--- config.mk ---
export PLATFORM = sky130hd
export DESIGN_NAME = battery_window_scheduler_core
export DESIGN_NICKNAME = d
export VERILOG_FILES = /design/src/rtl/bws_pkg.sv /design/src/rtl/battery_window_scheduler_core.sv /design/src/rtl/bws_cfg.sv /design/src/rtl/bws_front.sv /design/src/rtl/bws_fifo.sv /design/src/rtl/bws_back.sv
export SDC_FILE = /design/constraint.sdc
export NUM_CORES = 1
export LEC_CHECK = 0
export ABC_AREA = 1
export BUFFER_PORTS_ARGS = -buffer_cell sky130_fd_sc_hd__buf_4
export CAP_MARGIN = 20
export CORE_MARGIN = 2
export CORE_UTILIZATION = 32
export DETAILED_ROUTE_END_ITERATION = 10
export GPL_TIMING_DRIVEN = 0
export PLACE_DENSITY_LB_ADDON = 0.3
export SKIP_LAST_GASP = 1
export SYNTH_ARGS = -nofsm -noshare
export SYNTH_HDL_FRONTEND = slang
export SYNTH_SLANG_ARGS = --single-unit
--- constraint.sdc ---
create_clock -name clk -period 8.1 [get_ports clk]
set_input_delay 1.215 -clock clk [delete_from_list [all_inputs] [get_ports clk]]
set_output_delay 1.215 -clock clk [all_outputs]
set_load 0.005 [all_outputs]
--- src/rtl/bws_pkg.sv ---
// shared types, codes and constants of the battery window scheduler
`default_nettype none

package bws_pkg;

	// result word codes
	typedef enum logic [1:0] {
		ACT_NONE    = 2'd0,
		ACT_DISABLE = 2'd1,
		ACT_ENABLE  = 2'd2
	} act_t;

	// register indexes on the config port
	localparam logic [2:0] REG_SCHED_ENABLE    = 3'd0;
	localparam logic [2:0] REG_WINDOW_START    = 3'd1;
	localparam logic [2:0] REG_WINDOW_END      = 3'd2;
	localparam logic [2:0] REG_CHARGE_STOP     = 3'd3;
	localparam logic [2:0] REG_CHARGE_RECOVERY = 3'd4;
	localparam logic [2:0] REG_ZONE_OFFSET     = 3'd5;

	localparam int ADDR_W = 5;
	localparam int DATA_W = 32;

	// reset values
	localparam logic [9:0] CHARGE_STOP_RST     = 10'd100;
	localparam logic [9:0] CHARGE_RECOVERY_RST = 10'd200;

	// epoch / 60 as multiply and shift, exact over all 32-bit inputs
	localparam logic [31:0] DIV60_MAGIC = 32'h8888_8889;
	localparam int          DIV60_SHIFT = 37;
	localparam int          MIN_W       = 27;

	// minutes / 1440 as (minutes >> 5) / 45, exact below 2^22
	localparam int          DIV45_PRE   = 5;
	localparam logic [26:0] DIV45_MAGIC = 27'd95443718;
	localparam int          DIV45_SHIFT = 32;
	localparam int          DAY_W       = 17;

	localparam logic [10:0] MINUTES_PER_DAY = 11'd1440;

	// queue between front and back, power of two deep
	localparam int FIFO_DEPTH = 4;
	localparam int FIFO_AW    = $clog2(FIFO_DEPTH);
	localparam int FIFO_CW    = $clog2(FIFO_DEPTH + 1);

	typedef struct packed {
		logic               sched_enable;
		logic        [10:0] window_start;
		logic        [10:0] window_end;
		logic        [9:0]  charge_stop;
		logic        [9:0]  charge_recovery;
		logic signed [10:0] zone_offset;
	} cfg_t;

	// classified tick handed from front to back
	typedef struct packed {
		logic trip;
		logic ready;
		logic epoch_zero;
		logic in_win;
	} cls_t;

endpackage

`default_nettype wire

--- src/rtl/battery_window_scheduler_core.sv ---
// top level of the battery window scheduler
// path: an accepted word passes front stages s1, s2 and s3, the queue and the output register to give its action word
// throughput: one word per cycle while not stalled, set by the three-stage front pipeline and one-word back step
// the front and back are parted by a four-entry queue, so either side stalls on its own
// reset: arst_n clears window state, queue and valid flags at once and loads register defaults
`default_nettype none

module battery_window_scheduler_core (
	input  wire logic                        clk,
	input  wire logic                        arst_n,
	input  wire logic                        psel,
	input  wire logic                        penable,
	input  wire logic                        pwrite,
	input  wire logic [bws_pkg::ADDR_W-1:0]  paddr,
	input  wire logic [bws_pkg::DATA_W-1:0]  pwdata,
	output logic      [bws_pkg::DATA_W-1:0]  prdata,
	output logic                             pready,
	input  wire logic                        in_valid,
	output logic                             in_stall,
	input  wire logic [31:0]                 epoch_seconds,
	input  wire logic [9:0]                  charge_level,
	input  wire logic signed [15:0]          active_power,
	input  wire logic                        is_running,
	input  wire logic                        has_fault,
	input  wire logic                        link_lost,
	output logic                             out_valid,
	input  wire logic                        out_stall,
	output logic [1:0]                       action
);

	bws_pkg::cfg_t cfg;
	bws_pkg::cls_t cls_in, cls_head;
	logic          push, pop, fifo_full, fifo_empty;

	bws_cfg u_cfg (
		.clk     (clk),
		.arst_n  (arst_n),
		.psel    (psel),
		.penable (penable),
		.pwrite  (pwrite),
		.paddr   (paddr),
		.pwdata  (pwdata),
		.prdata  (prdata),
		.pready  (pready),
		.cfg     (cfg)
	);

	bws_front u_front (
		.clk           (clk),
		.arst_n        (arst_n),
		.cfg           (cfg),
		.in_valid      (in_valid),
		.in_stall      (in_stall),
		.epoch_seconds (epoch_seconds),
		.charge_level  (charge_level),
		.active_power  (active_power),
		.is_running    (is_running),
		.has_fault     (has_fault),
		.link_lost     (link_lost),
		.fifo_full     (fifo_full),
		.push          (push),
		.cls           (cls_in)
	);

	bws_fifo u_fifo (
		.clk    (clk),
		.arst_n (arst_n),
		.push   (push),
		.wdata  (cls_in),
		.full   (fifo_full),
		.pop    (pop),
		.rdata  (cls_head),
		.empty  (fifo_empty)
	);

	bws_back u_back (
		.clk          (clk),
		.arst_n       (arst_n),
		.sched_enable (cfg.sched_enable),
		.fifo_empty   (fifo_empty),
		.head         (cls_head),
		.pop          (pop),
		.out_valid    (out_valid),
		.out_stall    (out_stall),
		.action       (action)
	);

endmodule

`default_nettype wire

--- src/rtl/bws_cfg.sv ---
// configuration registers behind the apb-style port
`default_nettype none

module bws_cfg (
	input  wire logic                         clk,
	input  wire logic                         arst_n,
	input  wire logic                         psel,
	input  wire logic                         penable,
	input  wire logic                         pwrite,
	input  wire logic [bws_pkg::ADDR_W-1:0]   paddr,
	input  wire logic [bws_pkg::DATA_W-1:0]   pwdata,
	output logic      [bws_pkg::DATA_W-1:0]   prdata,
	output logic                              pready,
	output bws_pkg::cfg_t                     cfg
);

	bws_pkg::cfg_t cfg_q;
	logic [2:0]    idx;
	logic          wr_en;

	assign idx    = paddr[4:2];
	assign wr_en  = psel && penable && pwrite;
	assign pready = 1'b1;
	assign cfg    = cfg_q;

	always_ff @(posedge clk or negedge arst_n) begin
		if (!arst_n) begin
			cfg_q.sched_enable    <= 1'b0;
			cfg_q.window_start    <= '0;
			cfg_q.window_end      <= '0;
			cfg_q.charge_stop     <= bws_pkg::CHARGE_STOP_RST;
			cfg_q.charge_recovery <= bws_pkg::CHARGE_RECOVERY_RST;
			cfg_q.zone_offset     <= '0;
		end else if (wr_en) begin
			unique case (idx)
				bws_pkg::REG_SCHED_ENABLE:    cfg_q.sched_enable    <= pwdata[0];
				bws_pkg::REG_WINDOW_START:    cfg_q.window_start    <= pwdata[10:0];
				bws_pkg::REG_WINDOW_END:      cfg_q.window_end      <= pwdata[10:0];
				bws_pkg::REG_CHARGE_STOP:     cfg_q.charge_stop     <= pwdata[9:0];
				bws_pkg::REG_CHARGE_RECOVERY: cfg_q.charge_recovery <= pwdata[9:0];
				bws_pkg::REG_ZONE_OFFSET:     cfg_q.zone_offset     <= $signed(pwdata[10:0]);
				default: ;
			endcase
		end
	end

	always_comb begin
		prdata = '0;
		unique case (idx)
			bws_pkg::REG_SCHED_ENABLE:    prdata[0]    = cfg_q.sched_enable;
			bws_pkg::REG_WINDOW_START:    prdata[10:0] = cfg_q.window_start;
			bws_pkg::REG_WINDOW_END:      prdata[10:0] = cfg_q.window_end;
			bws_pkg::REG_CHARGE_STOP:     prdata[9:0]  = cfg_q.charge_stop;
			bws_pkg::REG_CHARGE_RECOVERY: prdata[9:0]  = cfg_q.charge_recovery;
			bws_pkg::REG_ZONE_OFFSET:     prdata       = 32'($signed(cfg_q.zone_offset));
			default: ;
		endcase
	end

endmodule

`default_nettype wire

--- src/rtl/bws_front.sv ---
// front pipeline: takes input words, finds local minute of day and classifies each tick
`default_nettype none

module bws_front (
	input  wire logic                clk,
	input  wire logic                arst_n,
	input  wire bws_pkg::cfg_t       cfg,
	input  wire logic                in_valid,
	output logic                     in_stall,
	input  wire logic [31:0]         epoch_seconds,
	input  wire logic [9:0]          charge_level,
	input  wire logic signed [15:0]  active_power,
	input  wire logic                is_running,
	input  wire logic                has_fault,
	input  wire logic                link_lost,
	input  wire logic                fifo_full,
	output logic                     push,
	output bws_pkg::cls_t            cls
);

	localparam logic signed [12:0] DAY_MIN_S = $signed({2'b00, bws_pkg::MINUTES_PER_DAY});

	logic advance;

	logic v_s1, v_s2, v_s3;

	logic [bws_pkg::MIN_W-1:0] mins_s1;
	logic                      trip_s1, ready_s1, ezero_s1;

	logic [10:0]               qlo_s2;
	logic [bws_pkg::DAY_W-1:0] days_s2;
	logic                      trip_s2, ready_s2, ezero_s2;

	logic [10:0]               m_s3;
	logic                      trip_s3, ready_s3, ezero_s3;

	logic [63:0]        prod60;
	logic [48:0]        prod45;
	logic [10:0]        m_utc;
	logic signed [12:0] zone_ext;
	logic signed [12:0] sum;
	logic [10:0]        minute;
	logic               win;

	// whole pipeline holds while the last stage cannot enter the queue
	assign advance  = !(v_s3 && fifo_full);
	assign in_stall = !advance;
	assign push     = v_s3 && !fifo_full;

	assign prod60 = epoch_seconds * bws_pkg::DIV60_MAGIC;
	assign prod45 = mins_s1[bws_pkg::MIN_W-1:bws_pkg::DIV45_PRE] * bws_pkg::DIV45_MAGIC;
	// minutes mod 1440, only the low bits matter since the result is below 2048
	assign m_utc  = qlo_s2 - 11'(days_s2 * bws_pkg::MINUTES_PER_DAY);

	always_ff @(posedge clk or negedge arst_n) begin
		if (!arst_n) begin
			v_s1 <= 1'b0;
			v_s2 <= 1'b0;
			v_s3 <= 1'b0;
		end else if (advance) begin
			v_s1 <= in_valid;
			v_s2 <= v_s1;
			v_s3 <= v_s2;
		end
	end

	always_ff @(posedge clk) begin
		if (advance) begin
			mins_s1  <= prod60[bws_pkg::DIV60_SHIFT +: bws_pkg::MIN_W];
			trip_s1  <= (active_power > 16'sd0) && is_running
				&& (charge_level <= cfg.charge_stop);
			ready_s1 <= (charge_level >= cfg.charge_recovery) && !has_fault && !link_lost;
			ezero_s1 <= (epoch_seconds == 32'd0);

			qlo_s2   <= mins_s1[10:0];
			days_s2  <= prod45[bws_pkg::DIV45_SHIFT +: bws_pkg::DAY_W];
			trip_s2  <= trip_s1;
			ready_s2 <= ready_s1;
			ezero_s2 <= ezero_s1;

			m_s3     <= m_utc;
			trip_s3  <= trip_s2;
			ready_s3 <= ready_s2;
			ezero_s3 <= ezero_s2;
		end
	end

	// shift by the zone offset and wrap into one day
	always_comb begin
		zone_ext = {{2{cfg.zone_offset[10]}}, cfg.zone_offset};
		sum      = $signed({2'b00, m_s3}) + zone_ext;
		if (sum < 13'sd0) begin
			minute = 11'(sum + DAY_MIN_S);
		end else if (sum >= DAY_MIN_S) begin
			minute = 11'(sum - DAY_MIN_S);
		end else begin
			minute = 11'(sum);
		end
	end

	// window may wrap past midnight, equal bounds never match
	always_comb begin
		if (cfg.window_start == cfg.window_end) begin
			win = 1'b0;
		end else if (cfg.window_start < cfg.window_end) begin
			win = (minute >= cfg.window_start) && (minute < cfg.window_end);
		end else begin
			win = (minute >= cfg.window_start) || (minute < cfg.window_end);
		end
	end

	assign cls.trip       = trip_s3;
	assign cls.ready      = ready_s3;
	assign cls.epoch_zero = ezero_s3;
	assign cls.in_win     = win;

endmodule

`default_nettype wire

--- src/rtl/bws_fifo.sv ---
// short queue of classified ticks between front and back
`default_nettype none

module bws_fifo (
	input  wire logic          clk,
	input  wire logic          arst_n,
	input  wire logic          push,
	input  wire bws_pkg::cls_t wdata,
	output logic               full,
	input  wire logic          pop,
	output bws_pkg::cls_t      rdata,
	output logic               empty
);

	bws_pkg::cls_t                entry_q [bws_pkg::FIFO_DEPTH];
	logic [bws_pkg::FIFO_AW-1:0]  wr_ptr_q, rd_ptr_q;
	logic [bws_pkg::FIFO_CW-1:0]  cnt_q;

	assign full  = (cnt_q == bws_pkg::FIFO_CW'(bws_pkg::FIFO_DEPTH));
	assign empty = (cnt_q == '0);
	assign rdata = entry_q[rd_ptr_q];

	always_ff @(posedge clk or negedge arst_n) begin
		if (!arst_n) begin
			wr_ptr_q <= '0;
			rd_ptr_q <= '0;
			cnt_q    <= '0;
		end else begin
			if (push) begin
				wr_ptr_q <= wr_ptr_q + 1'b1;
			end
			if (pop) begin
				rd_ptr_q <= rd_ptr_q + 1'b1;
			end
			unique case ({push, pop})
				2'b10:   cnt_q <= cnt_q + 1'b1;
				2'b01:   cnt_q <= cnt_q - 1'b1;
				default: cnt_q <= cnt_q;
			endcase
		end
	end

	always_ff @(posedge clk) begin
		if (push) begin
			entry_q[wr_ptr_q] <= wdata;
		end
	end

endmodule

`default_nettype wire

--- src/rtl/bws_back.sv ---
// back end: window state, action decision and output register
`default_nettype none

module bws_back (
	input  wire logic          clk,
	input  wire logic          arst_n,
	input  wire logic          sched_enable,
	input  wire logic          fifo_empty,
	input  wire bws_pkg::cls_t head,
	output logic               pop,
	output logic               out_valid,
	input  wire logic          out_stall,
	output logic [1:0]         action
);

	logic           seen_q, was_q, pend_q, out_valid_q;
	bws_pkg::act_t  act_q;

	logic           seen_d, was_d, pend_d;
	bws_pkg::act_t  act_d;
	logic           was;

	// take a new word whenever the output register is free or being emptied
	assign pop       = !fifo_empty && (!out_valid_q || !out_stall);
	assign out_valid = out_valid_q;
	assign action    = act_q;
	assign was       = seen_q && was_q;

	always_comb begin
		seen_d = seen_q;
		was_d  = was_q;
		pend_d = pend_q;
		act_d  = bws_pkg::ACT_NONE;
		priority if (head.trip) begin
			act_d  = bws_pkg::ACT_DISABLE;
			pend_d = 1'b0;
		end else if (!sched_enable) begin
			seen_d = 1'b0;
			was_d  = 1'b0;
			pend_d = 1'b0;
		end else if (head.epoch_zero) begin
			// time not synced, state untouched
		end else begin
			if (head.in_win && !was) begin
				if (head.ready) begin
					act_d  = bws_pkg::ACT_ENABLE;
					pend_d = 1'b0;
				end else begin
					pend_d = 1'b1;
				end
			end else if (!head.in_win && was) begin
				act_d  = bws_pkg::ACT_DISABLE;
				pend_d = 1'b0;
			end else if (head.in_win && pend_q && head.ready) begin
				act_d  = bws_pkg::ACT_ENABLE;
				pend_d = 1'b0;
			end
			was_d  = head.in_win;
			seen_d = 1'b1;
		end
	end

	always_ff @(posedge clk or negedge arst_n) begin
		if (!arst_n) begin
			seen_q      <= 1'b0;
			was_q       <= 1'b0;
			pend_q      <= 1'b0;
			out_valid_q <= 1'b0;
		end else begin
			if (pop) begin
				seen_q <= seen_d;
				was_q  <= was_d;
				pend_q <= pend_d;
			end
			if (pop) begin
				out_valid_q <= 1'b1;
			end else if (!out_stall) begin
				out_valid_q <= 1'b0;
			end
		end
	end

	always_ff @(posedge clk) begin
		if (pop) begin
			act_q <= act_d;
		end
	end

`ifndef SYNTH
	// a pending retry only exists inside a tracked window
	assert property (@(posedge clk) disable iff (!arst_n) pend_q |-> seen_q)
		else $error("enable pending without seen state");

	// a held result is never overwritten
	assert property (@(posedge clk) disable iff (!arst_n) !(pop && out_valid_q && out_stall))
		else $error("queue popped while output word stalled");

	// protection trip always gives disable
	assert property (@(posedge clk) disable iff (!arst_n)
		(pop && head.trip) |=> (act_q == bws_pkg::ACT_DISABLE))
		else $error("protection trip did not disable");
`endif

endmodule

`default_nettype wire
# Word level (Yosys, flattened, before mapping)

Memories as Yosys holds them, arrays and structs flattened.
Index checks and enable logic that the tools add are counted.

Bits in registers: 145
Bits in latches: 0
Bits in writable memories: 16
ROM bits: 0
Input bits: 105
Word-level logic and storage cells: 134
Memories kept: 1

Add/subtract/negate cells: 8
$mul: 3
Divide/modulo/power cells: 0
Order comparisons: 8
Equality and inequality tests: 13
Shift operators: 0
Muxes and demuxes: 30
Bitwise operators: 2
Reductions and logical operators: 38

Memories:

| memory         | depth | width | read ports | clocked after Yosys merged registers in | write ports | RTL line       | text |
|---|---|---|---|---|---|---|---|
| u_fifo.entry_q | 4     | 4     | 1          | 0                                       | 1           | bws_fifo.sv:15 | `bws_pkg::cls_t entry_q [bws_pkg::FIFO_DEPTH];` |

Operators by type and width:

| kind                                                                 | count |
|---|---|
| multiplier 32 x 32 -> 64 bit (second input constant)                 | 1 |
| multiplier 22 x 26 -> 48 bit (second input constant)                 | 1 |
| case mux 9 bit (5 select lines)                                      | 1 |
| logical NOT 32 bit                                                   | 1 |
| less-than comparator 11 bit                                          | 2 |
| 2-to-1 mux 11 bit                                                    | 2 |
| 2-to-1 mux 21 bit                                                    | 1 |
| 2-to-1 mux 1 bit                                                     | 19 |
| multiplier 17 x 6 -> 6 bit (second input constant)                   | 1 |
| greater-than comparator 16 x 1 -> 1 bit (second input constant)      | 1 |
| logical AND 1 bit                                                    | 15 |
| adder 12 x 11 -> 13 bit                                              | 1 |
| greater-or-equal comparator 13 x 12 -> 1 bit (second input constant) | 1 |
| less-than comparator 13 x 1 -> 1 bit (second input constant)         | 1 |
| AND reduction 2 bit                                                  | 6 |
| adder 11 bit (second input constant)                                 | 1 |
| equality test 11 bit                                                 | 1 |
| greater-or-equal comparator 11 bit                                   | 1 |
| subtractor 11 bit                                                    | 1 |
| subtractor 11 bit (second input constant)                            | 1 |
| greater-or-equal comparator 10 bit                                   | 1 |
| <= comparator 10 bit                                                 | 1 |
| equality test 3 bit (second input constant)                          | 3 |
| logical NOT 1 bit                                                    | 8 |
| 21 further kinds                                                     | 30 |

# Longest topological paths before layout

An unclocked memory read counts as a cell.

Word-level depth: 9
Mapped depth: 28

# Hierarchy

A second synthesis with hierarchy kept.

Cells, all modules: 3192
Area, all modules: 26790.7 µm²

By module, submodules not included:

| module    | instances | cells each | area each (µm²) | sequential area each (µm²) |
|---|---|---|---|---|
| bws_front | 1         | 2678       | 22511.6         | 1996.9 |
| bws_cfg   | 1         | 373        | 2860.2          | 1358.8 |
| bws_fifo  | 1         | 95         | 1069.8          | 655.6 |
| bws_back  | 1         | 46         | 349.1           | 160.2 |

# Worst setup path after synthesis

OpenSTA, ideal clock, no wires.

Path type: input to register
From: input port epoch_seconds[1]
To: register u_front.mins_s1[25] (netlist name) (data pin)
Setup time: 0.259 ns
Data arrival time: 6.180 ns
Slack: 1.661 ns
Stages on the path: 22
Buffers on the path: 0
Cells stage by stage: ha_1 -> fa_1 -> inv_1 -> fa_1 -> fa_1 -> fa_1 -> inv_1 -> fa_1 -> inv_1 -> fa_1 -> inv_1 -> ha_1 -> nand2_1 -> inv_1 -> a21oi_1 -> o21ai_0 -> a21o_1 -> a21oi_1 -> nand2_1 -> nand2_1 -> nand2_1 -> xor2_1

Longest elaborated chain between the ends: 1

RTL lines:

| element                      | RTL line                            | text |
|---|---|---|
| start: declaration           | battery_window_scheduler_core.sv:20 | `input wire logic [31:0] epoch_seconds,` |
| multiplier 32 x 32 -> 64 bit | bws_front.sv:50                     | `assign prod60 = epoch_seconds * bws_pkg::DIV60_MAGIC;` |
| named net u_front.prod60[62] | bws_front.sv:37                     | `logic [63:0] prod60;` |
| end signal: assignment       | bws_front.sv:69                     | `mins_s1 <= prod60[bws_pkg::DIV60_SHIFT +: bws_pkg::MIN_W];` |
| end: declaration             | bws_front.sv:27                     | `logic [bws_pkg::MIN_W-1:0] mins_s1;` |

The timed path passes the listed nets, and every way through them passes these cells.
A chain may end at the register's enable or synchronous reset.

# Worst setup path in the final report

Same ends and word-level chain as after synthesis.

==> impl_metrics.json <==
{
  "fmax_mhz": 147,
  "dr_total_vias": 20078,
  "finalCritPeriodShare_pct": 84.3,
  "cp_data_required_time_ns": 8.26,
  "worst_pin_slew_ns": 0.947,
  "slew_headroom_pct": 36.4,
  "io_buffers": 116,
  "async_flop_share_pct": 45.3,
  "crit_buf_inv": 6,
  "final_antenna_net_count": 0,
  "row_count": 105,
  "cpLargestDelayFamily": "adder cells",
  "clkLatencyLatePin_ns": 0.43,
  "cpPeakStageDelay_ns": 0.63,
  "post-route-min-period_ns": 6.83,
  "crit_chain": "buf_4 > ha_1 > fa_1 > inv_1 > fa_1 > fa_1 > fa_1 > inv_1 > fa_1 > inv_1 > fa_1 > inv_1 > ha_1 > nand2_1 > inv_1 > a21oi_1 > o21ai_0 > a21o_1 > a21oi_1 > nand2_1 > nand2_1 > nand2_1 > xor2_1",
  "worst_clock_skew_ns": 0.0171,
  "start_util_pct": 32.2,
  "numCtsBuffers": 17,
  "via_per_inst": 4.64,
  "crit_type": "input port to flip-flop",
  "grt_overflow": 0,
  "grt_start_max_net_pins": 69,
  "start_kind": "input port",
  "routedWlPerCell_um": 15.6,
  "synth_edf_count": 82,
  "drc_errors": 0,
  "dp_hpwl_um": 59900,
  "placeableCoreArea_um2": 81700,
  "cts_hold_buf": 0,
  "nets": 4185,
  "endpoint_kind": "flip-flop",
  "slew_viol_final": 0,
  "clock-sinks": 150,
  "chipHeight_um": 291,
  "ys_warn_count": 0,
  "num_antenna_cells": 0,
  "place_congestion": 0.926,
  "outcome": "finished clean",
  "rsz0062_at_grt": "false",
  "postCtsSetupRepairBufs": 0,
  "routed_wirelength_um": 67500,
  "die_width_um": 291,
  "cpMostUsedCell": "fa_1",
  "synth-seq-cells": 150,
  "cts_tree": "built",
  "netlist_area_um2": 26300,
  "antenna_found_initial": 1,
  "syn_nets": 4048,
  "path_clk_slew_ns": 0.06,
  "synthDistinctLibCells": 56,
  "h-tree-depth": 4,
  "setup_viol": 0,
  "clockRootBuffer": "clkbuf_16",
  "grt.total_usage_pct": 16.2,
  "setup_tns_ns": 0,
  "synth_top_flop_cell": "edfxtp_1",
  "fp.dieArea_um2": 84400,
  "drt-initial-drc-count": 1120,
  "hold_violations": 0,
  "slowest_stage": "fa_1",
  "grt_pass1_wl_um": 109000,
  "postSynthAreaPerCell_um2": 8.45,
  "cp_max_fo": 6,
  "cp_data_arrival_time_ns": 6.99,
  "drive_gt1_share_pct": 6.56,
  "first_pass_iters": 5,
  "max_cap_viol_count": 0,
  "pin_count": 142,
  "hold_path.class": "flip-flop to flip-flop",
  "post_cts_resized": 0,
  "syn_to_final_growth_pct": 10.8,
  "grt_pass1_vias": 20366,
  "syn_inst": 3110,
  "synth-seq-area-share_pct": 15.9,
  "clk_path_buf_depth": 2
}
worst reg2reg max path: stages (launching register included):
cell,delay (ns)
edfxtp_1,0.51
ha_1,0.54
inv_1,0.10
fa_1,0.44
inv_1,0.09
ha_1,0.20
inv_1,0.08
fa_1,0.54
inv_1,0.05
fa_1,0.49
inv_1,0.06
fa_1,0.54
inv_1,0.05
ha_1,0.29
ha_1,0.44
nand2_1,0.14
nor3_1,0.42
nand2_1,0.13
nor3_2,0.19
nand3_1,0.09
or2_0,0.21
nand3_1,0.15
xor2_1,0.10
registers in the layout, indices dropped and copies added (netlist names), 3 cells and up:
name and flops:
u_front.qlo_s2 11, u_front.mins_s1 27, u_cfg.cfg 54, u_front.days_s2 6, u_fifo.entry_q 16, u_fifo.cnt_q 3
u_front.m_s3 11
cell families (layout without fill, tap and decap cells):
kind of cell	count (synthesis)	in the layout	share of synthesized area, %
DFF	150	150	15.9
buffers and inverters	878	1028	12.9
other	1	1	0.0143
AOI/OAI and AO/OA	395	395	8.54
xor gates and xnor gates	48	48	1.60
adders and majority gates	833	833	48.1
and+or+nand+nor	805	805	13.0
cells in the mapped netlist, types with 5 or more instances:
master    instances  area share [%]
a21o_1           16            0.46
a21oi_1         152             2.9
a31oi_1          21            0.50
and3_1            6            0.14
buf_4            21            0.60
clkbuf_1         14            0.20
dfrtp_1          62             5.9
dfstp_2           6            0.60
edfxtp_1         82             9.4
fa_1            295              22
ha_1            538              26
inv_1           835              12
nand2_1         441             6.3
nand2_2          13            0.31
nand3_1          80             1.5
nand3_2           5            0.19
nand3b_1          5            0.14
nand4_1          27            0.64
nor2_1          171             2.4
nor3_1           25            0.48
nor4_1           18            0.43
o211ai_1         11            0.31
o21a_1            6            0.17
o21ai_0         134             2.6
o21bai_1         11            0.31
o22ai_1           7            0.17
xnor2_1          15            0.50
xor2_1           33             1.1
layer usage:
layer | track usage (%) | up-vias | share of wire [%]
met2 | 27.4 | 420 | 47
met1 | 22.4 | 9475 | 47
met4 | 3.34 | 0 | 1.8
met3 | 1.58 | 61 | 4.1
met5 | 0 | - | 0
li1 | - | 10122 | -
placed cells by master (no fill, tap or decap), types with 11 or more instances in the layout:
| cell type | instances |
|---|---|
| inv_1 | 835 |
| ha_1 | 538 |
| nand2_1 | 441 |
| fa_1 | 295 |
| nor2_1 | 171 |
| a21oi_1 | 152 |
| buf_4 | 138 |
| o21ai_0 | 134 |
| edfxtp_1 | 82 |
| nand3_1 | 79 |
| dfrtp_1 | 62 |
| xor2_1 | 33 |
| nand4_1 | 27 |
| nor3_1 | 25 |
| a31oi_1 | 21 |
| nor4_1 | 18 |
| clkbuf_16 | 18 |
| clkbuf_1 | 16 |
| a21o_1 | 16 |
| xnor2_1 | 15 |
| nand2_2 | 13 |
| o21bai_1 | 11 |
| o211ai_1 | 11 |
through the flow:
| stage | setup slack, ns | hold slack (ns) | utilization (%) | instance area [um2] | cells |
|---|---|---|---|---|---|
| after floorplan | 1.66 | 0.400 | - | 26300 | 3110 |
| after global placement | 0.824 | 0.401 | 34.9 | 28500 | 4296 |
| after detailed placement | 0.788 | 0.405 | 34.9 | 28500 | 4298 |
| after CTS | 1.24 | 0.417 | 35.6 | 29100 | 4330 |
| after global routing | 1.01 | 0.425 | 35.6 | 29100 | 4330 |
| final | 1.27 | 0.418 | 35.6 | 29100 | 4330 |
path summary, 6_finish.rpt:
kind	start	end	slack (ns)	depth (start not counted)
worst max-delay path	epoch_seconds[1]	u_front.mins_s1[25]	1.27	23
worst min-delay path	u_front.mins_s1[3]	u_front.qlo_s2[3]	0.42	0
worst max register to register	u_front.mins_s1[14]	u_front.days_s2[5]	2.00	22
worst min register to register	u_front.mins_s1[3]	u_front.qlo_s2[3]	0.42	0
max in group asynchronous	arst_n	u_cfg.cfg[40]	6.58	1
min in group asynchronous	arst_n	u_front.v_s3	0.88	1
cell type report:
| cell class | count | area (um2) |
|---|---|---|
| plain buffers | 38 | 231 |
| fillers | 8581 | 52600 |
| repair buffers | 118 | 906 |
| clock inverters | 11 | 113 |
| well taps | 1070 | 1340 |
| clock buffers | 21 | 472 |
| inverters | 840 | 3150 |
| flip-flops and latches | 150 | 4170 |
| multi-input cells | 2082 | 18700 |
Power is not shown: default switching activity piles up to over one toggle a cycle in this logic, so the estimate is an artifact.
